**src/design/assert_macros.svh**
```systemverilog
// ---------------------------------------------------------------------------
// Assertion macros
// Shared concurrent assertion wrappers for the auto-repeat design files.
// ---------------------------------------------------------------------------
`ifndef ASSERT_MACROS_SVH
`define ASSERT_MACROS_SVH

// Checked on every clock edge outside reset.
`define DAR_ASSERT(lbl, clk, rst, prop, msg) \
   lbl: assert property (@(posedge clk) disable iff (rst) (prop)) else $error(msg);

// Checked on every clock edge, reset included.
`define DAR_ASSERT_ALWAYS(lbl, clk, prop, msg) \
   lbl: assert property (@(posedge clk) (prop)) else $error(msg);

`endif

```
**src/design/dar_pkg.sv**
```systemverilog
// ---------------------------------------------------------------------------
// dar_pkg
// Shared types and codes for the directional auto-repeat block.
// ---------------------------------------------------------------------------
package dar_pkg;

   localparam int NUM_LANES      = 4;
   localparam int ELAPSED_BITS   = 16;
   localparam int CSR_INDEX_BITS = 2;

   typedef enum logic [1:0] {
      DIR_NONE = 2'd0,
      DIR_POS  = 2'd1,
      DIR_NEG  = 2'd2
   } dir_type;

   localparam logic [CSR_INDEX_BITS-1:0] CSR_AXIS_THRESHOLD  = 2'd0;
   localparam logic [CSR_INDEX_BITS-1:0] CSR_START_DELAY     = 2'd1;
   localparam logic [CSR_INDEX_BITS-1:0] CSR_REPEAT_INTERVAL = 2'd2;

   // lanes: stick x, stick y, button x, button y
   localparam int LANE_STICK_X  = 0;
   localparam int LANE_STICK_Y  = 1;
   localparam int LANE_BUTTON_X = 2;
   localparam int LANE_BUTTON_Y = 3;

   typedef struct packed {
      logic stick_right;
      logic stick_left;
      logic stick_up;
      logic stick_down;
      logic button_right;
      logic button_left;
      logic button_up;
      logic button_down;
   } pulse_type;

endpackage

```
**src/design/dar_lane.sv**
```systemverilog
// ---------------------------------------------------------------------------
// dar_lane
// One auto-repeat channel: hold timer, last direction and pulse decision.
// ---------------------------------------------------------------------------
`include "assert_macros.svh"

module dar_lane #(
   parameter int TIME_BITS = 20
) (
   input  logic                              clock,
   input  logic                              reset,
   input  logic                              step,
   input  dar_pkg::dir_type                  dir_in,
   input  logic [dar_pkg::ELAPSED_BITS-1:0]  elapsed,
   input  logic [TIME_BITS-1:0]              hold_delay,
   input  logic [TIME_BITS-1:0]              repeat_interval,
   output dar_pkg::dir_type                  fire
);

   localparam int TimerBits = TIME_BITS + 2;
   localparam int SumBits   =
      ((TimerBits > dar_pkg::ELAPSED_BITS + 1) ? TimerBits : dar_pkg::ELAPSED_BITS + 1) + 1;

   logic signed [TimerBits-1:0] timer_ff, timer_in;
   dar_pkg::dir_type            last_ff, last_in;

   logic signed [SumBits-1:0]   sum;
   logic signed [SumBits-1:0]   tmax_ext;
   logic signed [TimerBits-1:0] tmax;
   logic signed [TimerBits-1:0] sat;
   logic signed [TimerBits-1:0] delay_s;
   logic signed [TimerBits-1:0] interval_s;
   logic                        due;

   assign tmax       = {1'b0, {(TimerBits-1){1'b1}}};
   assign tmax_ext   = {{(SumBits-TimerBits){1'b0}}, tmax};
   assign sum        = {{(SumBits-TimerBits){timer_ff[TimerBits-1]}}, timer_ff}
                     + $signed({{(SumBits-dar_pkg::ELAPSED_BITS){1'b0}}, elapsed});
   assign sat        = (sum > tmax_ext) ? tmax : sum[TimerBits-1:0];
   assign delay_s    = {2'b00, hold_delay};
   assign interval_s = {2'b00, repeat_interval};
   assign due        = (sat >= delay_s);

   always_comb begin
      timer_in = timer_ff;
      last_in  = last_ff;
      fire     = dar_pkg::DIR_NONE;
      if (dir_in == dar_pkg::DIR_NONE) begin
         timer_in = '0;
         last_in  = dar_pkg::DIR_NONE;
      end else if (dir_in != last_ff) begin
         timer_in = '0;
         last_in  = dir_in;
         fire     = dir_in;
      end else if (due) begin
         timer_in = sat - interval_s;
         fire     = dir_in;
      end else begin
         timer_in = sat;
      end
   end

   always_ff @(posedge clock) begin
      if (reset) begin
         timer_ff <= '0;
         last_ff  <= dar_pkg::DIR_NONE;
      end else if (step) begin
         timer_ff <= timer_in;
         last_ff  <= last_in;
      end
   end

   `DAR_ASSERT(a_release_clears, clock, reset, (step && dir_in == dar_pkg::DIR_NONE) |=> (last_ff == dar_pkg::DIR_NONE && timer_ff == '0), "released channel not cleared")
   `DAR_ASSERT(a_fire_matches_dir, clock, reset, (fire == dar_pkg::DIR_NONE) || (fire == dir_in), "pulse direction differs from input direction")

endmodule

```
**src/design/dar_merge.sv**
```systemverilog
// ---------------------------------------------------------------------------
// dar_merge
// Gathers the lane pulses into one result beat and buffers two beats.
// ---------------------------------------------------------------------------
`include "assert_macros.svh"

module dar_merge (
   input  logic                clock,
   input  logic                reset,
   input  logic                push,
   input  dar_pkg::dir_type    fire [dar_pkg::NUM_LANES],
   output logic                can_take,
   output logic                rsp_valid,
   input  logic                rsp_ready,
   output dar_pkg::pulse_type  rsp_pulses
);

   dar_pkg::pulse_type merged;
   dar_pkg::pulse_type head_ff, tail_ff;
   logic               head_valid_ff, tail_valid_ff;
   logic               pop;
   logic               head_load;

   always_comb begin
      merged.stick_right  = (fire[dar_pkg::LANE_STICK_X]  == dar_pkg::DIR_POS);
      merged.stick_left   = (fire[dar_pkg::LANE_STICK_X]  == dar_pkg::DIR_NEG);
      merged.stick_up     = (fire[dar_pkg::LANE_STICK_Y]  == dar_pkg::DIR_POS);
      merged.stick_down   = (fire[dar_pkg::LANE_STICK_Y]  == dar_pkg::DIR_NEG);
      merged.button_right = (fire[dar_pkg::LANE_BUTTON_X] == dar_pkg::DIR_POS);
      merged.button_left  = (fire[dar_pkg::LANE_BUTTON_X] == dar_pkg::DIR_NEG);
      merged.button_up    = (fire[dar_pkg::LANE_BUTTON_Y] == dar_pkg::DIR_POS);
      merged.button_down  = (fire[dar_pkg::LANE_BUTTON_Y] == dar_pkg::DIR_NEG);
   end

   assign pop        = head_valid_ff && rsp_ready;
   assign head_load  = !head_valid_ff || pop;
   assign can_take   = !tail_valid_ff;
   assign rsp_valid  = head_valid_ff;
   assign rsp_pulses = head_ff;

   always_ff @(posedge clock) begin
      if (reset) begin
         head_valid_ff <= 1'b0;
         tail_valid_ff <= 1'b0;
      end else if (head_load) begin
         head_valid_ff <= tail_valid_ff || push;
         tail_valid_ff <= 1'b0;
      end else if (push) begin
         tail_valid_ff <= 1'b1;
      end
   end

   always_ff @(posedge clock) begin
      if (head_load) begin
         head_ff <= tail_valid_ff ? tail_ff : merged;
      end else if (push) begin
         tail_ff <= merged;
      end
   end

   `DAR_ASSERT_ALWAYS(a_tail_needs_head, clock, reset || !(tail_valid_ff && !head_valid_ff), "skid beat held without output beat")
   `DAR_ASSERT(a_no_push_when_full, clock, reset, tail_valid_ff |-> !push, "beat pushed into full buffer")

endmodule

```
**src/design/directional_auto_repeat_top.sv**
```systemverilog
// ---------------------------------------------------------------------------
// directional_auto_repeat_top
// Typematic auto-repeat for stick and direction-pad inputs of one pad.
// ---------------------------------------------------------------------------
// Takes one tick beat per clock while req_ready is high and returns one
// result beat per tick, the cycle after acceptance at the earliest. Four
// lanes (stick X, stick Y, button X, button Y) each update their hold timer
// on every accepted tick, and a two-entry result buffer lets one more tick in
// while the output stalls, so the sustained rate is one tick per cycle while
// rsp_ready is high. Registers: 0 axis threshold, 1 start delay, 2 repeat
// interval; write them only while no tick is in flight.
// ---------------------------------------------------------------------------
module directional_auto_repeat_top #(
   parameter int AXIS_BITS = 16,
   parameter int TIME_BITS = 20,
   localparam int CsrDataBits = (AXIS_BITS - 1 > TIME_BITS) ? AXIS_BITS - 1 : TIME_BITS
) (
   input  logic                                 clock,
   input  logic                                 reset,

   input  logic                                 req_valid,
   output logic                                 req_ready,
   input  logic signed [AXIS_BITS-1:0]          req_stick_x,
   input  logic signed [AXIS_BITS-1:0]          req_stick_y,
   input  logic                                 req_press_right,
   input  logic                                 req_press_left,
   input  logic                                 req_press_up,
   input  logic                                 req_press_down,
   input  logic [dar_pkg::ELAPSED_BITS-1:0]     req_elapsed,

   output logic                                 rsp_valid,
   input  logic                                 rsp_ready,
   output logic                                 rsp_stick_right_pulse,
   output logic                                 rsp_stick_left_pulse,
   output logic                                 rsp_stick_up_pulse,
   output logic                                 rsp_stick_down_pulse,
   output logic                                 rsp_button_right_pulse,
   output logic                                 rsp_button_left_pulse,
   output logic                                 rsp_button_up_pulse,
   output logic                                 rsp_button_down_pulse,

   input  logic                                 csr_write_en,
   input  logic [dar_pkg::CSR_INDEX_BITS-1:0]   csr_index,
   input  logic [CsrDataBits-1:0]               csr_wdata
);

   logic [AXIS_BITS-2:0]        threshold_ff;
   logic [TIME_BITS-1:0]        delay_ff;
   logic [TIME_BITS-1:0]        interval_ff;

   logic signed [AXIS_BITS-1:0] pos_limit;
   logic signed [AXIS_BITS-1:0] neg_limit;
   logic                        step;
   dar_pkg::dir_type            lane_dir  [dar_pkg::NUM_LANES];
   dar_pkg::dir_type            lane_fire [dar_pkg::NUM_LANES];
   dar_pkg::pulse_type          pulses;

   always_ff @(posedge clock) begin
      if (reset) begin
         threshold_ff <= (AXIS_BITS-1)'(16384);
         delay_ff     <= TIME_BITS'(500);
         interval_ff  <= TIME_BITS'(100);
      end else if (csr_write_en) begin
         unique case (csr_index)
            dar_pkg::CSR_AXIS_THRESHOLD:  threshold_ff <= csr_wdata[AXIS_BITS-2:0];
            dar_pkg::CSR_START_DELAY:     delay_ff     <= csr_wdata[TIME_BITS-1:0];
            dar_pkg::CSR_REPEAT_INTERVAL: interval_ff  <= csr_wdata[TIME_BITS-1:0];
            default: ;
         endcase
      end
   end

   assign pos_limit = $signed({1'b0, threshold_ff});
   assign neg_limit = -pos_limit;
   assign step      = req_valid && req_ready;

   always_comb begin
      priority if (req_stick_x > pos_limit) lane_dir[dar_pkg::LANE_STICK_X] = dar_pkg::DIR_POS;
      else if (req_stick_x < neg_limit)     lane_dir[dar_pkg::LANE_STICK_X] = dar_pkg::DIR_NEG;
      else                                  lane_dir[dar_pkg::LANE_STICK_X] = dar_pkg::DIR_NONE;

      priority if (req_stick_y > pos_limit) lane_dir[dar_pkg::LANE_STICK_Y] = dar_pkg::DIR_POS;
      else if (req_stick_y < neg_limit)     lane_dir[dar_pkg::LANE_STICK_Y] = dar_pkg::DIR_NEG;
      else                                  lane_dir[dar_pkg::LANE_STICK_Y] = dar_pkg::DIR_NONE;

      // right beats left, up beats down
      priority if (req_press_right) lane_dir[dar_pkg::LANE_BUTTON_X] = dar_pkg::DIR_POS;
      else if (req_press_left)      lane_dir[dar_pkg::LANE_BUTTON_X] = dar_pkg::DIR_NEG;
      else                          lane_dir[dar_pkg::LANE_BUTTON_X] = dar_pkg::DIR_NONE;

      priority if (req_press_up)    lane_dir[dar_pkg::LANE_BUTTON_Y] = dar_pkg::DIR_POS;
      else if (req_press_down)      lane_dir[dar_pkg::LANE_BUTTON_Y] = dar_pkg::DIR_NEG;
      else                          lane_dir[dar_pkg::LANE_BUTTON_Y] = dar_pkg::DIR_NONE;
   end

   for (genvar i = 0; i < dar_pkg::NUM_LANES; i++) begin : g_lane
      dar_lane #(
         .TIME_BITS (TIME_BITS)
      ) u_lane (
         .clock           (clock),
         .reset           (reset),
         .step            (step),
         .dir_in          (lane_dir[i]),
         .elapsed         (req_elapsed),
         .hold_delay      (delay_ff),
         .repeat_interval (interval_ff),
         .fire            (lane_fire[i])
      );
   end

   dar_merge u_merge (
      .clock      (clock),
      .reset      (reset),
      .push       (step),
      .fire       (lane_fire),
      .can_take   (req_ready),
      .rsp_valid  (rsp_valid),
      .rsp_ready  (rsp_ready),
      .rsp_pulses (pulses)
   );

   assign rsp_stick_right_pulse  = pulses.stick_right;
   assign rsp_stick_left_pulse   = pulses.stick_left;
   assign rsp_stick_up_pulse     = pulses.stick_up;
   assign rsp_stick_down_pulse   = pulses.stick_down;
   assign rsp_button_right_pulse = pulses.button_right;
   assign rsp_button_left_pulse  = pulses.button_left;
   assign rsp_button_up_pulse    = pulses.button_up;
   assign rsp_button_down_pulse  = pulses.button_down;

endmodule
```
**config.mk**
```make
export PLATFORM = sky130hd
export DESIGN_NAME = directional_auto_repeat_top
export DESIGN_NICKNAME = d
export VERILOG_FILES = /design/src/design/dar_pkg.sv /design/src/design/dar_lane.sv /design/src/design/dar_merge.sv /design/src/design/directional_auto_repeat_top.sv
export VERILOG_INCLUDE_DIRS = /design/src /design/src/design
export SDC_FILE = /design/constraint.sdc
export NUM_CORES = 1
export LEC_CHECK = 0
export BUFFER_PORTS_ARGS = -buffer_cell sky130_fd_sc_hd__clkbuf_2
export CORE_MARGIN = 2
export CORE_UTILIZATION = 55
export DETAILED_ROUTE_END_ITERATION = 6
export GPL_TIMING_DRIVEN = 1
export PLACE_DENSITY_LB_ADDON = 0.12
export SYNTH_ARGS = -nofsm -noshare
export SYNTH_HDL_FRONTEND = slang
export SYNTH_HIERARCHICAL = 1
export SYNTH_SLANG_ARGS = --single-unit
```
**constraint.sdc**
```tcl
create_clock -name clock -period 15.8 [get_ports clock]
set_input_delay 1.58 -clock clock [delete_from_list [all_inputs] [get_ports clock]]
set_output_delay 1.58 -clock clock [all_outputs]
set_load 0.05 [all_outputs]
```
-- After elaboration in Yosys (flattened, before gate mapping)
Index checks and enable logic that the tools add are counted.
- register bits after elaboration: 169
- output and inout bits: 10
- bits of input ports: 79
- add/sub/neg operators: 9
- muxes and demuxes: 45
- reduce and logical (&&, ||, !) cells: 24
- bitwise gates (word level): 1
- magnitude comparators: 12
- equality and inequality tests: 14
- operators with widths (cell ; number):
    2-to-1 mux 22 bit ; 16
    adder 22 x 17 -> 23 bit ; 4
    greater-than comparator 23 x 22 -> 1 bit, second input constant ; 4
    greater-or-equal comparator 22 x 21 -> 1 bit ; 4
    subtractor 22 x 21 -> 22 bit ; 4
    2-to-1 mux 2 bit ; 28
    greater-than comparator 16 bit ; 2
    less-than comparator 16 bit ; 2
    negation 15 -> 16 bit ; 1
    AND reduction 2 bit ; 8
    == test 2 x 1 -> 1 bit, second input constant ; 5
    == test 2 bit, second input constant ; 5
    logical NOT 2 bit ; 5
    2-to-1 mux 8 bit ; 1
    != test 2 bit ; 4
    nonzero test 2 bit ; 4
    logical AND 1 bit ; 2
    logical NOT 1 bit ; 2
    logical OR 1 bit ; 2
    OR reduction 2 bit ; 1
    NOT 1 bit ; 1

-- Depth between registers and ports, before layout
- depth after elaboration: 9
- depth in mapped cells: 25
- mapped depth without buffers: 22

-- Hierarchy
The synthesis kept the hierarchy.
- by module, submodules not included (module ; times used ; cells an instance ; seq. area each (um2) ; area each (um2)):
    dar_lane (g_lane[1].u_lane ...) ; 3 ; 470 ; 480.5 ; 3594.7
    dar_lane (g_lane[0].u_lane) ; 1 ; 470 ; 480.5 ; 3639.7
    directional_auto_repeat_top ; 1 ; 441 ; 1101.1 ; 3554.7
    dar_merge ; 1 ; 41 ; 520.5 ; 724.4

-- Worst setup path before layout
OpenSTA, ideal clock, no wires.
- path kind: input port to flip-flop
- from: input port req_elapsed[0] (netlist name)
- to: register u_merge.head_ff (netlist bit u_merge/rsp_pulses[6]), data pin
- stages on the path: 25
- data arrival time: 6.202 ns
- path buffers: 4
- path slack: 9.337 ns
- cells stage by stage: ha_1 fa_1 a21o_1 nand4_1 a21oi_2 a2bb2oi_2 a31o_1 buf_6 a31oi_1 buf_2 nand2_1 ha_1 a211oi_1 o21ai_0 nor4_1 nand3b_1 nand2_1 nand3_2 nor4_1 a2111oi_2 buf_6 buf_12 o21a_1 nor2b_1 mux2_4
- RTL lines (item ; line ; RTL):
    start: declaration ; directional_auto_repeat_top.sv:29 ; input logic [dar_pkg::ELAPSED_BITS-1:0] req_elapsed,
    end signal: assignment ; dar_merge.sv:55 ; head_ff <= tail_valid_ff ? tail_ff : merged;
    end: declaration ; dar_merge.sv:19 ; dar_pkg::pulse_type head_ff, tail_ff;

-- Worst setup path after layout
- from: input port req_elapsed[0] (netlist name)
- to: register g_lane[0].u_lane.timer_ff[12]
- cells in the longest elaborated chain, start to end: 7
- elaborated cells between the ends (all ways): 8
- RTL lines (item ; line ; RTL):
    adder 22 x 17 -> 23 bit * ; dar_lane.sv:38 ; + $signed({{(SumBits-dar_pkg::ELAPSED_BITS){1'b0}}, elapsed});
    greater-than comparator 23 x 22 -> 1 bit ; dar_lane.sv:39 ; assign sat = (sum > tmax_ext) ? tmax : sum[TimerBits-1:0];
    2-to-1 mux 22 bit * ; dar_lane.sv:39 ;
    subtractor 22 x 21 -> 22 bit / greater-or-equal comparator 22 x 21 -> 1 bit (equally long branches) ; dar_lane.sv:56, dar_lane.sv:42 ;
    2-to-1 mux 22 bit * ; dar_lane.sv:55 ; end else if (due) begin
    2-to-1 mux 22 bit * ; dar_lane.sv:51 ; end else if (dir_in != last_ff) begin
    2-to-1 mux 22 bit * ; dar_lane.sv:48 ; if (dir_in == dar_pkg::DIR_NONE) begin
    end signal: assignment ; dar_lane.sv:68 ; timer_ff <= timer_in;
    end: declaration ; dar_lane.sv:24 ; logic signed [TimerBits-1:0] timer_ff, timer_in;
Every way passes the cells marked *; elsewhere a longest branch is shown, timed or not.
A chain may end at the register's enable or synchronous reset.

==> qor.yml <==
status: "finished clean"
cts-hold-fix-buffers: 0
drv_slew: 0
cp-end-kind: "register"
rsz0062_at_grt: "no"
synthTopCellsByArea: "ha_1 19%, dfxtp_1 16%, nand2_1 5.7%"
tightest_slew_ns: 1.082
root_buffer: "clkbuf_16"
slowest_delay_ns: 0.67
max-slew-margin-rel: 0.2780
layout.cells.non_filler: 2877
clock_sinks: 169
synth.avg_cell_area_um2: 7.918
via_count: 17790
clk_latency_ns: 0.47
syn-num-nets: 2730
cts_tree: "done"
path_class: "input port to register"
setup_viol: 0
nets: 2784
routedWlPerCell_um: 20.93
dpl.hpwl_um: 45720
synth_top_area_share: 0.1880
hold_viol: 0
via_per_inst: 6.184
clk_pin_slew_ns: 0.08
leakagePower_uw: 0.009024
hp-class: "register to register"
cts_made_buffers: 17
drc: 0
firstDrtPassIters: 6
synth_edf_count: 16
yosys_warnings: 6
synth_seq_cells: 169
mostFrequentLayoutCells: "282 x nand2_1, 281 x ha_1, 204 x inv_1"
synth-main-ff-cell: "dfxtp_1"
ys_seq_area_frac: 0.1895
track_usage: 0.3369
synthToLayoutAreaGrowth_pct: 7.145
cts_buffer_depth: 2
die_area_um2: 35500
globalRouteOverflowTotal: 0
path_cells: "clkbuf_2 > ha_1 > fa_1 > a21o_1 > nand4_1 > a21oi_2 > a2bb2oi_2 > a31o_1 > a31oi_1 > buf_4 > nand2_1 > ha_1 > a211oi_1 > o21ai_0 > nor4_1 > nand3b_1 > nand2_1 > nor2_1 > a311oi_1 > a2111oi_4 > buf_4 > mux2_2 > a22o_1"
cp-start-kind: "input port"
antenna_found_initial: 1
rows: 67
first_global_vias: 16570
vdd_drop_max_uv: 85.64
cp.arrival_ns: 7.52
final_common_cell: "nand2_1"
htreeDepth: 4
grt_pass1_wl_um: 92250
fin_crit_sh: 0.4527
wl_um: 60220
fin_crit_ns: 7.152
max_freq_mhz: 139.8
finalClockSkew_ns: 0.01134
finalSetupTns_ns: 0
cap_violations: 0
placedCellCount: 2845
netlist_instances: 2362
path_buf_inv: 3
critPathMaxFanout: 18
synthArstFlopShare: 0
crit_slowest_cell: "a311oi_1"
die_w_um: 188.4
dieHeight_um: 188.4
ys_types: 90
routabilityCongestion: 0.9480
io_buffer_count: 88
cp_top_family: "compound AO/OA/AOI/OAI gates"
synth_top_area_cell: "ha_1"
ant_nets: 0
syn-cell-area_um2: 18700
num_io_pins: 89
ctsResizeCount: 0
grt_max_degree: 62
power_density_nw_per_um2: 72.22
drive_gt1_frac: 0.08604
required_ns: 16.17
drt_iter0_markers: 1582
post_cts_buffers: 0
core_area_um2: 33530
floorplan.initialDensity: 0.5578
antennaDiodeCount: 0
[routing by layer]
metal	vias to the layer above	routed length, µm	track usage
li1	8640	-	-
met1	8384	27400	0.4720
met2	646	25800	0.5177
met3	118	4679	0.05029
met4	2	2327	0.1379
met5	-	17	0
[path summary, 6_finish.rpt]
path	startpoint	end	slack, ns	cells after the start
worst min register to register	g_lane[2].u_lane/timer_ff[10]	g_lane[2].u_lane/timer_ff[10]	0.45	2
worst min-delay path	g_lane[2].u_lane/timer_ff[10]	g_lane[2].u_lane/timer_ff[10]	0.45	2
worst max register to register	g_lane[0].u_lane/timer_ff[0]	g_lane[0].u_lane/timer_ff[12]	9.76	22
worst max-delay path	req_elapsed[0]	g_lane[0].u_lane/timer_ff[12]	8.65	23
[synth_stat cells, types with 14 or more instances]
| library cell | count |
|---|---|
| a211o_1 | 14 |
| a211oi_1 | 35 |
| a21o_1 | 93 |
| a21oi_1 | 187 |
| a31oi_1 | 20 |
| and3_1 | 17 |
| buf_6 | 14 |
| clkbuf_1 | 38 |
| dfxtp_1 | 153 |
| edfxtp_1 | 16 |
| ha_1 | 281 |
| inv_1 | 204 |
| mux2i_1 | 84 |
| nand2_1 | 282 |
| nand2b_1 | 25 |
| nand3_1 | 78 |
| nand3b_1 | 15 |
| nand4_1 | 22 |
| nor2_1 | 106 |
| nor2b_1 | 33 |
| nor3_1 | 42 |
| o211ai_1 | 19 |
| o21a_1 | 27 |
| o21ai_0 | 130 |
| o21ai_1 | 37 |
| o21bai_1 | 25 |
| or2_2 | 18 |
| xnor2_1 | 94 |
| xor2_1 | 49 |
[flip-flops by register name, summed over array words and instances, names as in the netlist]
signal / cells
u_merge/tail_valid_ff: 1
u_merge/rsp_pulses: 8
threshold_ff: 15
u_merge/rsp_valid: 1
u_merge/tail_ff: 8
g_lane.u_lane/timer_ff: 88
interval_ff: 20
g_lane.u_lane/last_ff: 8
delay_ff: 20
[logic make-up (layout without fill, tap and decap cells)]
logic type	Yosys count	count (layout)	synth area share
flip-flops	169	169	0.1895
XOR/XNOR	144	144	0.06844
buffers and inverters	269	336	0.06128
AND/OR/NAND/NOR	700	700	0.1813
AO/OA/AOI/OAI	693	693	0.2475
multiplexers	96	96	0.05439
adder cells (fa/ha/maj)	291	291	0.1976
[where the power goes]
part,total (µW),internal [µW],switching [µW]
clock,438,214,224
sequential,469,446,23.1
combinational,540,226,315
[tightest hold or removal path, cell delays in order, from the launching register on]
cell	delay, ns
dfxtp_1	0.32
nand2_1	0.05
o21ai_1	0.05
[stage by stage]
stage / hold WS, ns / setup WS, ns / power (µW) / instance area, µm² / util
2_1_floorplan: 0.4288 / 9.337 / 879.1 / 18700 / -
3_3_place_gp: 0.4385 / 8.353 / 994.6 / 19430 / 0.5794
3_5_place_dp: 0.4455 / 8.283 / 1005 / 19430 / 0.5794
4_1_cts: 0.4561 / 8.764 / 1442 / 20040 / 0.5976
5_1_grt: 0.4771 / 8.336 / 1519 / 20040 / 0.5976
6_report: 0.4548 / 8.648 / 1447 / 20040 / 0.5976
[cell type report]
cell class	count	area, µm²
clock buffer	17	425.4
clock inverter	15	183.9
fill	3133	13490
inverter	205	772.0
multi-input combinational	1924	14030
sequential	169	3543
tap	448	560.5
timing repair buffer	99	523.0
No activity file was read; power rests on OpenSTA's default activity.
